File: src/design/positional_insert_delete_list_macros.svh
// assertion helpers shared by the list block
`ifndef POSITIONAL_INSERT_DELETE_LIST_MACROS_SVH
`define POSITIONAL_INSERT_DELETE_LIST_MACROS_SVH

// clocked check, masked while reset is held
`define PIDL_ASSERT(label, prop, msg) \
  label: assert property (@(posedge clk) disable iff (!rst_n) prop) else $error(msg);

// implication form of the above
`define PIDL_ASSERT_IMP(label, cond, prop, msg) \
  label: assert property (@(posedge clk) disable iff (!rst_n) (cond) |-> (prop)) \
    else $error(msg);

`endif

File: src/design/pidl_pkg.sv
`default_nettype none
package pidl_pkg;

  localparam int CAPACITY   = 16;
  localparam int DATA_WIDTH = 32;
  localparam int ADDR_W     = $clog2(CAPACITY);
  localparam int CNT_W      = $clog2(CAPACITY + 1);

  localparam int KIND_W   = 3;
  localparam int VALUE_W  = 32;
  localparam int POS_W    = 8;
  localparam int STATUS_W = 2;
  localparam int COUNT_W  = 5;
  localparam int ELEM_W   = 32;
  localparam int CMP_W    = ((POS_W > CNT_W) ? POS_W : CNT_W) + 1;

  typedef enum logic [KIND_W-1:0] {
    KIND_INS_FRONT = 3'd0,
    KIND_INS_BACK  = 3'd1,
    KIND_INS_POS   = 3'd2,
    KIND_DEL_FRONT = 3'd3,
    KIND_DEL_BACK  = 3'd4,
    KIND_DEL_POS   = 3'd5,
    KIND_COUNT     = 3'd6,
    KIND_READ      = 3'd7
  } kind_t;

  typedef enum logic [STATUS_W-1:0] {
    ST_OK     = 2'd0,
    ST_BADPOS = 2'd1,
    ST_FULL   = 2'd2,
    ST_EMPTY  = 2'd3
  } status_t;

  typedef struct packed {
    kind_t                     kind;
    logic signed [VALUE_W-1:0] value;
    logic [POS_W-1:0]          position;
  } in_word_t;

  typedef struct packed {
    status_t                  status;
    logic [COUNT_W-1:0]       item_count;
    logic signed [ELEM_W-1:0] element;
    logic                     element_valid;
    logic                     last;
  } out_word_t;

  typedef enum logic [2:0] {
    S_IDLE,
    S_DECIDE,
    S_MOVE_RD,
    S_MOVE_WR,
    S_PUT,
    S_RESP,
    S_RD_ADDR,
    S_RD_DATA
  } ctrl_state_t;

  typedef struct packed {
    logic load;
    logic start;
    logic move_rd;
    logic move_wr;
    logic put;
    logic drop;
    logic resp;
    logic rd_start;
    logic rd_issue;
    logic rd_load;
  } cmd_t;

  typedef struct packed {
    logic op_ins;
    logic op_read;
    logic err;
    logic more_moves;
    logic rd_last;
    logic out_free;
  } sts_t;

endpackage
`default_nettype wire

File: src/design/pidl_ram.sv
`default_nettype none
module pidl_ram #(
  parameter int WIDTH = 32,
  parameter int DEPTH = 16
) (
  input  wire logic                     clk,
  input  wire logic                     we,
  input  wire logic [$clog2(DEPTH)-1:0] waddr,
  input  wire logic [WIDTH-1:0]         wdata,
  input  wire logic                     re,
  input  wire logic [$clog2(DEPTH)-1:0] raddr,
  output logic      [WIDTH-1:0]         rdata
);

  logic [WIDTH-1:0] mem_r [DEPTH];

  always_ff @(posedge clk) begin
    if (we) begin
      mem_r[waddr] <= wdata;
    end
    if (re) begin
      rdata <= mem_r[raddr];
    end
  end

endmodule
`default_nettype wire

File: src/design/pidl_ctrl.sv
`default_nettype none
module pidl_ctrl (
  input  wire logic          clk,
  input  wire logic          rst_n,
  input  wire logic          in_valid,
  output logic               in_ready,
  input  wire pidl_pkg::sts_t sts,
  output pidl_pkg::cmd_t     cmd
);

  pidl_pkg::ctrl_state_t state_r, state_nxt;

  always_ff @(posedge clk) begin
    if (!rst_n) begin
      state_r <= pidl_pkg::S_IDLE;
    end else begin
      state_r <= state_nxt;
    end
  end

  always_comb begin
    state_nxt = state_r;
    unique case (state_r)
      pidl_pkg::S_IDLE: begin
        if (in_valid) state_nxt = pidl_pkg::S_DECIDE;
      end
      pidl_pkg::S_DECIDE: begin
        if (sts.err) state_nxt = pidl_pkg::S_RESP;
        else if (sts.op_read) state_nxt = pidl_pkg::S_RD_ADDR;
        else state_nxt = pidl_pkg::S_MOVE_RD;
      end
      pidl_pkg::S_MOVE_RD: begin
        if (sts.more_moves) state_nxt = pidl_pkg::S_MOVE_WR;
        else if (sts.op_ins) state_nxt = pidl_pkg::S_PUT;
        else state_nxt = pidl_pkg::S_RESP;
      end
      pidl_pkg::S_MOVE_WR: state_nxt = pidl_pkg::S_MOVE_RD;
      pidl_pkg::S_PUT:     state_nxt = pidl_pkg::S_RESP;
      pidl_pkg::S_RESP: begin
        if (sts.out_free) state_nxt = pidl_pkg::S_IDLE;
      end
      pidl_pkg::S_RD_ADDR: state_nxt = pidl_pkg::S_RD_DATA;
      pidl_pkg::S_RD_DATA: begin
        if (sts.out_free) begin
          state_nxt = sts.rd_last ? pidl_pkg::S_IDLE : pidl_pkg::S_RD_ADDR;
        end
      end
      default: state_nxt = pidl_pkg::S_IDLE;
    endcase
  end

  always_comb begin
    cmd      = '0;
    in_ready = 1'b0;
    unique case (state_r)
      pidl_pkg::S_IDLE: begin
        in_ready = 1'b1;
        cmd.load = in_valid;
      end
      pidl_pkg::S_DECIDE: begin
        // count and rejected items go straight to the response
        cmd.start    = !sts.err && !sts.op_read;
        cmd.rd_start = !sts.err && sts.op_read;
      end
      pidl_pkg::S_MOVE_RD: begin
        cmd.move_rd = sts.more_moves;
        cmd.drop    = !sts.more_moves && !sts.op_ins;
      end
      pidl_pkg::S_MOVE_WR: cmd.move_wr = 1'b1;
      pidl_pkg::S_PUT:     cmd.put = 1'b1;
      pidl_pkg::S_RESP:    cmd.resp = sts.out_free;
      pidl_pkg::S_RD_ADDR: cmd.rd_issue = 1'b1;
      pidl_pkg::S_RD_DATA: cmd.rd_load = sts.out_free;
      default: cmd = '0;
    endcase
  end

endmodule
`default_nettype wire

File: src/design/pidl_dp.sv
`default_nettype none
`include "positional_insert_delete_list_macros.svh"
module pidl_dp (
  input  wire logic                clk,
  input  wire logic                rst_n,
  input  wire pidl_pkg::in_word_t  in_word,
  input  wire pidl_pkg::cmd_t      cmd,
  output pidl_pkg::sts_t           sts,
  output logic                     out_valid,
  input  wire logic                out_ready,
  output pidl_pkg::out_word_t      out_word
);

  localparam int CNT_W  = pidl_pkg::CNT_W;
  localparam int CMP_W  = pidl_pkg::CMP_W;
  localparam int ADDR_W = pidl_pkg::ADDR_W;
  localparam int DW     = pidl_pkg::DATA_WIDTH;

  logic [CNT_W-1:0]    length_r, length_nxt;
  logic [CNT_W-1:0]    cursor_r, cursor_nxt;
  logic [CNT_W-1:0]    tgt_r, tgt_nxt;
  logic [DW-1:0]       value_r;
  pidl_pkg::kind_t     kind_r;
  pidl_pkg::status_t   status_r, status_nxt;
  logic                out_valid_r;
  pidl_pkg::out_word_t out_word_r;

  logic [CMP_W-1:0]  pos_w, len_w;
  logic              op_ins;
  logic [CNT_W-1:0]  src;
  logic [DW-1:0]     rd_data;
  logic              rd_last;
  logic              out_free;
  logic              ram_we, ram_re;
  logic [ADDR_W-1:0] ram_waddr, ram_raddr;
  logic [DW-1:0]     ram_wdata;

  assign pos_w = CMP_W'(in_word.position);
  assign len_w = CMP_W'(length_r);

  // check the item against the current fill and find its slot
  always_comb begin
    status_nxt = pidl_pkg::ST_OK;
    unique case (in_word.kind) inside
      pidl_pkg::KIND_INS_FRONT, pidl_pkg::KIND_INS_BACK, pidl_pkg::KIND_INS_POS: begin
        if (in_word.kind == pidl_pkg::KIND_INS_POS &&
            (pos_w == '0 || pos_w > len_w + CMP_W'(1))) begin
          status_nxt = pidl_pkg::ST_BADPOS;
        end else if (length_r >= CNT_W'(pidl_pkg::CAPACITY)) begin
          status_nxt = pidl_pkg::ST_FULL;
        end
      end
      pidl_pkg::KIND_DEL_FRONT, pidl_pkg::KIND_DEL_BACK, pidl_pkg::KIND_DEL_POS: begin
        if (length_r == '0) begin
          status_nxt = pidl_pkg::ST_EMPTY;
        end else if (in_word.kind == pidl_pkg::KIND_DEL_POS &&
                     (pos_w == '0 || pos_w > len_w)) begin
          status_nxt = pidl_pkg::ST_BADPOS;
        end
      end
      pidl_pkg::KIND_READ: begin
        if (length_r == '0) status_nxt = pidl_pkg::ST_EMPTY;
      end
      default: status_nxt = pidl_pkg::ST_OK;
    endcase
  end

  always_comb begin
    unique case (in_word.kind)
      pidl_pkg::KIND_INS_BACK: tgt_nxt = length_r;
      pidl_pkg::KIND_DEL_BACK: tgt_nxt = length_r - CNT_W'(1);
      pidl_pkg::KIND_INS_POS,
      pidl_pkg::KIND_DEL_POS:  tgt_nxt = CNT_W'(pos_w - CMP_W'(1));
      default:                 tgt_nxt = '0;
    endcase
  end

  assign op_ins = (kind_r == pidl_pkg::KIND_INS_FRONT) ||
                  (kind_r == pidl_pkg::KIND_INS_BACK) ||
                  (kind_r == pidl_pkg::KIND_INS_POS);

  // insert walks down from the back, delete walks up from the hole
  assign src      = op_ins ? cursor_r - CNT_W'(1) : cursor_r + CNT_W'(1);
  assign rd_last  = (cursor_r + CNT_W'(1)) == length_r;
  assign out_free = !out_valid_r || out_ready;

  assign sts.op_ins     = op_ins;
  assign sts.op_read    = (kind_r == pidl_pkg::KIND_READ);
  assign sts.err        = (status_r != pidl_pkg::ST_OK) || (kind_r == pidl_pkg::KIND_COUNT);
  assign sts.more_moves = op_ins ? (cursor_r > tgt_r)
                                 : ((CMP_W'(cursor_r) + CMP_W'(1)) < len_w);
  assign sts.rd_last    = rd_last;
  assign sts.out_free   = out_free;

  always_comb begin
    cursor_nxt = cursor_r;
    if (cmd.start) begin
      cursor_nxt = op_ins ? length_r : tgt_r;
    end else if (cmd.rd_start) begin
      cursor_nxt = '0;
    end else if (cmd.move_wr) begin
      cursor_nxt = op_ins ? cursor_r - CNT_W'(1) : cursor_r + CNT_W'(1);
    end else if (cmd.rd_load && !rd_last) begin
      cursor_nxt = cursor_r + CNT_W'(1);
    end
  end

  always_comb begin
    length_nxt = length_r;
    if (cmd.put) length_nxt = length_r + CNT_W'(1);
    else if (cmd.drop) length_nxt = length_r - CNT_W'(1);
  end

  always_ff @(posedge clk) begin
    if (!rst_n) begin
      length_r    <= '0;
      out_valid_r <= 1'b0;
    end else begin
      length_r <= length_nxt;
      if (cmd.resp || cmd.rd_load) out_valid_r <= 1'b1;
      else if (out_ready) out_valid_r <= 1'b0;
    end
  end

  always_ff @(posedge clk) begin
    cursor_r <= cursor_nxt;
    if (cmd.load) begin
      kind_r   <= in_word.kind;
      status_r <= status_nxt;
      tgt_r    <= tgt_nxt;
      value_r  <= DW'(in_word.value);
    end
    if (cmd.resp) begin
      out_word_r.status        <= status_r;
      out_word_r.item_count    <= pidl_pkg::COUNT_W'(length_r);
      out_word_r.element       <= '0;
      out_word_r.element_valid <= 1'b0;
      out_word_r.last          <= 1'b1;
    end else if (cmd.rd_load) begin
      out_word_r.status        <= pidl_pkg::ST_OK;
      out_word_r.item_count    <= pidl_pkg::COUNT_W'(length_r);
      out_word_r.element       <= pidl_pkg::ELEM_W'(signed'(rd_data));
      out_word_r.element_valid <= 1'b1;
      out_word_r.last          <= rd_last;
    end
  end

  assign ram_re    = cmd.move_rd || cmd.rd_issue;
  assign ram_raddr = cmd.move_rd ? src[ADDR_W-1:0] : cursor_r[ADDR_W-1:0];
  assign ram_we    = cmd.move_wr || cmd.put;
  assign ram_waddr = cmd.put ? tgt_r[ADDR_W-1:0] : cursor_r[ADDR_W-1:0];
  assign ram_wdata = cmd.put ? value_r : rd_data;

  pidl_ram #(
    .WIDTH(DW),
    .DEPTH(pidl_pkg::CAPACITY)
  ) u_store (
    .clk  (clk),
    .we   (ram_we),
    .waddr(ram_waddr),
    .wdata(ram_wdata),
    .re   (ram_re),
    .raddr(ram_raddr),
    .rdata(rd_data)
  );

  assign out_valid = out_valid_r;
  assign out_word  = out_word_r;

  `PIDL_ASSERT(a_len_bound, length_r <= CNT_W'(pidl_pkg::CAPACITY), "length above capacity")
  `PIDL_ASSERT_IMP(a_put_room, cmd.put, length_r < CNT_W'(pidl_pkg::CAPACITY), "insert into full store")
  `PIDL_ASSERT_IMP(a_drop_nonempty, cmd.drop, length_r != '0, "delete from empty store")
  `PIDL_ASSERT_IMP(a_load_free, cmd.resp || cmd.rd_load, out_free, "result word overwritten")

endmodule
`default_nettype wire

File: src/design/positional_insert_delete_list.sv
`default_nettype none
// Ordered list of up to CAPACITY signed values held in a single RAM, front at
// entry 0; one item is worked at a time, while the last result word may still
// sit in the output register. Count and rejected items go straight to the
// response; an insert or delete shifts entries one at a time, each with one
// RAM read, then one RAM write, and an insert then puts the new value in its
// slot; a read out gives one result word per stored value. Each result word
// waits for the output register to free, so a low out_ready holds the item.
// All work shares the RAM read/write port pair. Entries are never read before
// they are written, so the store needs no clearing after reset.
module positional_insert_delete_list (
  input  wire logic                clk,
  input  wire logic                rst_n,
  input  wire logic                in_valid,
  output logic                     in_ready,
  input  wire pidl_pkg::in_word_t  in_word,
  output logic                     out_valid,
  input  wire logic                out_ready,
  output pidl_pkg::out_word_t      out_word
);

  pidl_pkg::cmd_t cmd;
  pidl_pkg::sts_t sts;

  pidl_ctrl u_ctrl (
    .clk     (clk),
    .rst_n   (rst_n),
    .in_valid(in_valid),
    .in_ready(in_ready),
    .sts     (sts),
    .cmd     (cmd)
  );

  pidl_dp u_dp (
    .clk      (clk),
    .rst_n    (rst_n),
    .in_word  (in_word),
    .cmd      (cmd),
    .sts      (sts),
    .out_valid(out_valid),
    .out_ready(out_ready),
    .out_word (out_word)
  );

endmodule
`default_nettype wire

File: config.mk
export PLATFORM = sky130hd
export DESIGN_NAME = positional_insert_delete_list
export DESIGN_NICKNAME = d
export VERILOG_FILES = /design/src/design/pidl_pkg.sv /design/src/design/pidl_ram.sv /design/src/design/pidl_ctrl.sv /design/src/design/pidl_dp.sv /design/src/design/positional_insert_delete_list.sv
export VERILOG_INCLUDE_DIRS = /design/src /design/src/design
export SDC_FILE = /design/constraint.sdc
export NUM_CORES = 1
export LEC_CHECK = 0
export ABC_AREA = 1
export BUFFER_PORTS_ARGS = -buffer_cell sky130_fd_sc_hd__buf_2
export CAP_MARGIN = 10
export CORE_MARGIN = 2
export CORE_UTILIZATION = 60
export CTS_BUF_LIST = sky130_fd_sc_hd__clkbuf_16
export DETAILED_ROUTE_END_ITERATION = 8
export PLACE_DENSITY_LB_ADDON = 0.12
export SLEW_MARGIN = 0
export SYNTH_ARGS = -nofsm -noshare
export SYNTH_HDL_FRONTEND = slang
export SYNTH_SLANG_ARGS = --single-unit
File: constraint.sdc
create_clock -name clk -period 6.84 [get_ports clk]
set_clock_uncertainty 0.15 [all_clocks]
set_input_delay 1.026 -clock clk [delete_from_list [all_inputs] [get_ports clk]]
set_output_delay 1.026 -clock clk [all_outputs]
set_load 0.005 [all_outputs]
# Yosys cells after proc, flatten, opt, wreduce, memory -nomap -nowiden
# Memories as Yosys holds them, arrays and structs flattened. A register that Yosys moved wholly into a read port is not among the register bits.
# Index checks and enable logic that the tools add are counted.
[word_totals] regBits=97 ramBits=512 output_inout_bits=43 wordCells=127 mem_count=1
[op_classes] addsub=7 magnitude_cmp=5 n_eq_ne=21 mux=45 n_reduce_logical=35
[memory_table] memory="u_dp.u_store.mem_r" words=16 width=32 rd=1 rd_ports_with_merged_regs=1 write_ports=1 line="pidl_ram.sv:15" rtl="logic [WIDTH-1:0] mem_r [DEPTH];"
[op_table] cell="two-way mux 41 bit" n=2
[op_table] cell="two-way mux 5 bit" n=8
[op_table] cell="two-way mux 32 bit" n=1
[op_table] cell="equality test 3 bit (second input constant)" n=9
[op_table] cell="case mux 3 bit (8 select lines)" n=1
[op_table] cell="two-way mux 3 bit" n=7
[op_table] cell="two-way mux 1 bit" n=18
[op_table] cell="equality test 3 x 2 -> 1 bit (second input constant)" n=5
[op_table] cell="case mux 5 bit (3 select lines)" n=1
[op_table] cell="subtractor 5 x 1 -> 5 bit (second input constant)" n=3
[op_table] cell="adder 5 x 1 -> 6 bit (second input constant)" n=2
[op_table] cell="adder 5 x 1 -> 5 bit (second input constant)" n=2
[op_table] cell="equality test 3 x 1 -> 1 bit (second input constant)" n=3
[op_table] cell="logical NOT 3 bit" n=3
[op_table] cell="logical NOT 9 bit" n=1
[op_table] cell="logical OR 1 bit" n=9
[op_table] cell="< comparator 9 x 5 -> 1 bit" n=1
[op_table] cell="greater-than comparator 8 x 5 -> 1 bit" n=1
[op_table] cell="greater-than comparator 8 x 6 -> 1 bit" n=1
[op_table] cell="two-way mux 2 bit" n=4
[op_table] cell="two-way mux 4 bit" n=2
[op_table] cell="nonzero test 2 bit" n=4
[op_table] cell="logical AND 1 bit" n=6
[op_table] cell="logical NOT 1 bit" n=6
[op_table] cell="11 further kinds" n=13

# Depth between registers and ports, before layout
[depth] depth_word=9 depth_mapped=22 mapped_depth_nobuf=18

# Hierarchy
# Synthesis repeated with hierarchy kept, for this count alone.
[unflattened] hier_cells=2770 hier_area_um2=28259.6
[by_module_without_submodules] mod="pidl_ram" n_inst=1 cells_each=2120 area_per_inst_um2=23050.9
[by_module_without_submodules] mod="pidl_dp" n_inst=1 cells_each=591 area_per_inst_um2=4884.7
[by_module_without_submodules] mod="pidl_ctrl" n_inst=1 cells_each=59 area_per_inst_um2=324.1

# Worst setup path before layout
# Ideal clock, no wire load.
[synth_timing] path_kind="input to register" from="in in_valid" to="reg u_dp.kind_r[0] (enable)" setup_time_ns=0.493 arrival_ns=3.950 required_ns=6.197 path_slack_ns=2.247 cell_stages=2 path_buffers=0 cell_sequence="inv_1 nor3_1"
[synth_rtl] item="start, declared" line="positional_insert_delete_list.sv:14" rtl="input wire logic in_valid,"
[synth_rtl] item="end signal, assigned" line="pidl_dp.sv:128" rtl="kind_r <= in_word.kind;"
[synth_rtl] item="end, declared" line="pidl_dp.sv:23" rtl="pidl_pkg::kind_t kind_r;"

# Final worst setup path
[layout_timing] from="reg u_dp.cursor_r[0]" to="reg u_dp.u_store.rdata[9], read port of u_dp.u_store.mem_r, data pin"
[layout_between] elab_chain_len=5 word_cells_on_any_way=10 cone_classes="add/sub: 3; order compare: 2; mux: 4; reduce/logical: 1"
[layout_rtl] item="start, declared" line="pidl_dp.sv:20" rtl="logic [CNT_W-1:0] cursor_r, cursor_nxt;"
[layout_rtl] item="start signal, assigned" line="pidl_dp.sv:126" rtl="cursor_r <= cursor_nxt;"
[layout_rtl] item="adder 5 x 1 -> 6 bit" line="pidl_dp.sv:91" rtl=": ((CMP_W'(cursor_r) + CMP_W'(1)) < len_w);"
[layout_rtl] item="< comparator 9 x 5 -> 1 bit" line="pidl_dp.sv:91"
[layout_rtl] item="two-way mux 1 bit" line="pidl_dp.sv:90" rtl="assign sts.more_moves = op_ins ? (cursor_r > tgt_r)"
[layout_rtl] item="two-way mux 1 bit" line="pidl_ctrl.sv:55" rtl="unique case (state_r)"
[layout_rtl] item="two-way mux 4 bit / logical OR 1 bit (equally long branches)" line="pidl_dp.sv:149, pidl_dp.sv:148"
[layout_rtl] item="end, declared" line="pidl_ram.sv:12" rtl="output logic [WIDTH-1:0] rdata"
# Parallel ways exist; a longest one is shown, timed or not.
# A chain may end at the register's enable or synchronous reset.

==> impl_metrics.csv <==
group,metric,value,unit
global_routing,antenna_found_initial,0,
floorplanning,die_h,222.0,µm
floorplanning,io_pins,90,
job,cap_violations,0,
synthesis,synthArstFlopShare,0,%
cells_and_area,nets,2949,
power,p_per_area,296.0,nW/µm²
routing,vias_per_cell,5.632,
synthesis,synth.distinct_cells,41,
timing,timing.fmax,201.6,MHz
timing,rsz0062_at_grt,"no",
cts,cts_hold_buffers,0,
synthesis,syn_inst,2792,
cells_and_area,final_common_cell,"nand3_1",
routing,drcViolationCount,0,
hold_path,whs_path_depth,2,
power,peakVddDrop,0.0002293,V
synthesis,syn_nets,2865,
cts,clkLatencyLatePin,0.60,ns
global_routing,grt_pass1_vias,19160,
floorplanning,die_area,49270,µm²
cts,htreeDepth,3,
global_routing,grt-ovfl-total,0,
place,place_hpwl,38540,µm
cells_and_area,drive_gt1_share,9.665,%
routing,drtPass1Iterations,5,
cells_and_area,layout_common_cells,"nand3_1 (630), inv_1 (619), edfxtp_1 (598), nand2_1 (527), buf_2 (89)",
timing,hold_ws,0.2996,ns
timing,worst_slack,1.880,ns
cts,clock-sinks,641,
power,p_total,9.405,mW
hold_path,hold_path.class,"register to register",
place,gp_congestion,0.8801,
timing,hold_violations,0,
routing,drt-initial-drc-count,2252,
worst_setup_path,crit_arrival,5.16,ns
worst_setup_path,reg2regPathDepth,19,
global_routing,grt_pass1_wl,110300,µm
synthesis,ys_seq_elements,641,
cts,cts_tree,"done",
floorplanning,die_w,222.0,µm
cells_and_area,multi_input_area,6868,µm²
worst_setup_path,worstSetupPathType,"register to register",
routing,routed_wl,71920,µm
timing,setup-tns-final,0,ns
worst_setup_path,path_max_fanout,117,
cells_and_area,nFillCells,3521,
cells_and_area,area_delta_synth_final,11.43,%
timing,slew_headroom,20.87,%
cts,clk_pin_slew,0.06,ns
worst_setup_path,worstSetupStartpointType,"register",
synthesis,yosysWarnings,0,
cells_and_area,antenna_cells,0,
floorplanning,initial_core_util,60.98,%
synthesis,synth_area,28510,µm²
timing,drv_slew,0,
synthesis,synth-seq-area-share,66.01,%
cts,root_buffer,"clkbuf_16",
routing,via_count,19910,
worst_setup_path,worstPathRequired,7.04,ns
timing,finalSetupViolCount,0,
power,total_leakage_power,13.74,nW
cts,cts.repair.resized,0,
synthesis,synth_area_per_cell,10.21,µm²
cts,cts_buffers,68,
synthesis,ys.flop_type,"edfxtp_1",
timing,fin_crit_sh,72.51,%
floorplanning,core_area,46750,µm²
cts,post_cts_buffers,0,
timing,tightest_slew,1.179,ns
routing,wl_per_cell,20.34,µm
outcome,outcome,"finished, final reports clean",
cts,cts_max_path_buffers,3,
place,pre_cts_slack,1.904,ns
floorplanning,row_count,79,
place,port_buffers,89,
cells_and_area,seq_area,18820,µm²
global_routing,grt_max_degree,118,
timing,period_needed,4.960,ns
global_routing,grt_use_total,29.46,%
worst_setup_path,critPathCaptureType,"register",
routing,ant_nets,0,
synthesis,synth-edff-count,598,
power by group:
| part | internal, mW | switching (mW) |
|---|---|---|
| Sequential | 4.58 | 0.0712 |
| Clock | 2.02 | 1.46 |
| Combinational | 0.355 | 0.921 |
| Total | 6.95 | 2.45 |
cell type report:
type                            instances  area share [%]
Sequential cell                       641           59.24
Tap cell                              607           2.391
Clock buffer                           71           5.593
Timing Repair Buffer                  152           2.970
Inverter                              606           7.160
Clock inverter                         51           1.032
Multi-Input combinational cell       1407           21.62
cell usage after synthesis (2+ instances only):
cell type | number | area share (%)
buf_6 | 13 | 0.51
dfxtp_1 | 43 | 3.0
inv_2 | 3 | 0.039
o211ai_1 | 5 | 0.13
nand3_2 | 2 | 0.070
nand2_4 | 2 | 0.079
clkbuf_1 | 53 | 0.70
xnor2_1 | 2 | 0.061
nor2_1 | 56 | 0.74
o21ai_1 | 2 | 0.035
buf_4 | 20 | 0.53
or2_2 | 2 | 0.044
xor2_1 | 9 | 0.28
buf_1 | 7 | 0.092
nand4_1 | 3 | 0.066
nor3_1 | 10 | 0.18
a32o_1 | 4 | 0.14
buf_2 | 45 | 0.79
ha_1 | 26 | 1.1
nand2_2 | 5 | 0.11
nand2_1 | 529 | 7.0
o311ai_0 | 2 | 0.061
clkinv_1 | 2 | 0.026
edfxtp_1 | 598 | 63
nand3_1 | 630 | 11
a21oi_1 | 19 | 0.33
o21ai_0 | 85 | 1.5
o22ai_1 | 2 | 0.044
inv_1 | 601 | 7.9
metal layers:
layer / share of wire, % / track usage [%] / wire length [µm] / vias to the layer above
met5: 0 / 0 / 0 / -
met1: 41 / 39.75 / 29560 / 9537
met2: 47 / 48.56 / 34080 / 885
li1: - / - / - / 9318
met4: 3.2 / 10.92 / 2321 / 0
met3: 8.3 / 4.930 / 5949 / 168
flip-flops by register name (all words and copies together) (netlist names):
register            flops
u_dp.u_store.mem_r    512
u_dp.out_word          41
u_dp.u_store.rdata     32
u_dp.value_r           32
u_dp.cursor_r           5
u_dp.length_r           5
u_dp.tgt_r              5
u_ctrl.state_r          3
u_dp.kind_r             3
u_dp.status_r           2
u_dp.out_valid          1
critical path: stages, from the launching register on:
cell      delay [ns]
edfxtp_1        0.54
ha_1            0.30
nand3_1         0.12
xor2_1          0.20
inv_1           0.07
ha_1            0.30
nand2_1         0.08
nor2_1          0.15
nand2_1         0.09
nand4_1         0.12
nand2_2         0.14
nand2_2         0.33
nand2_4         0.37
nand2_8         0.71
buf_4           0.53
nand2_1         0.12
nand3_1         0.12
nand3_1         0.09
nand3_1         0.13
nand2_1         0.05
per-stage QoR:
step                      instance area (µm²)  std cells  util, %
after floorplan                         28510       2792        -
after global routing                    31770       3535    67.95
after CTS                               31770       3535    67.95
final                                   31770       3535    67.95
after detailed placement                29660       3413    63.45
after global placement                  29660       3413    63.45
kinds of logic after synthesis:
kind of cell | share of synthesized area [%]
xor+xnor | 0.3380
compound gates | 2.493
buf+inv | 10.60
flops | 66.01
fa+ha+maj | 1.141
simple gates | 19.42
worst paths after layout:
kind,start,to,slack (ns)
worst max-delay path,u_dp.cursor_r[0],u_dp.u_store.rdata[9],1.88
worst min-delay path,u_dp.out_word[30],u_dp.out_word[30],0.30
worst max register to register,u_dp.cursor_r[0],u_dp.u_store.rdata[9],1.88
worst min register to register,u_dp.out_word[30],u_dp.out_word[30],0.30
(Power assumes the default switching activity.)
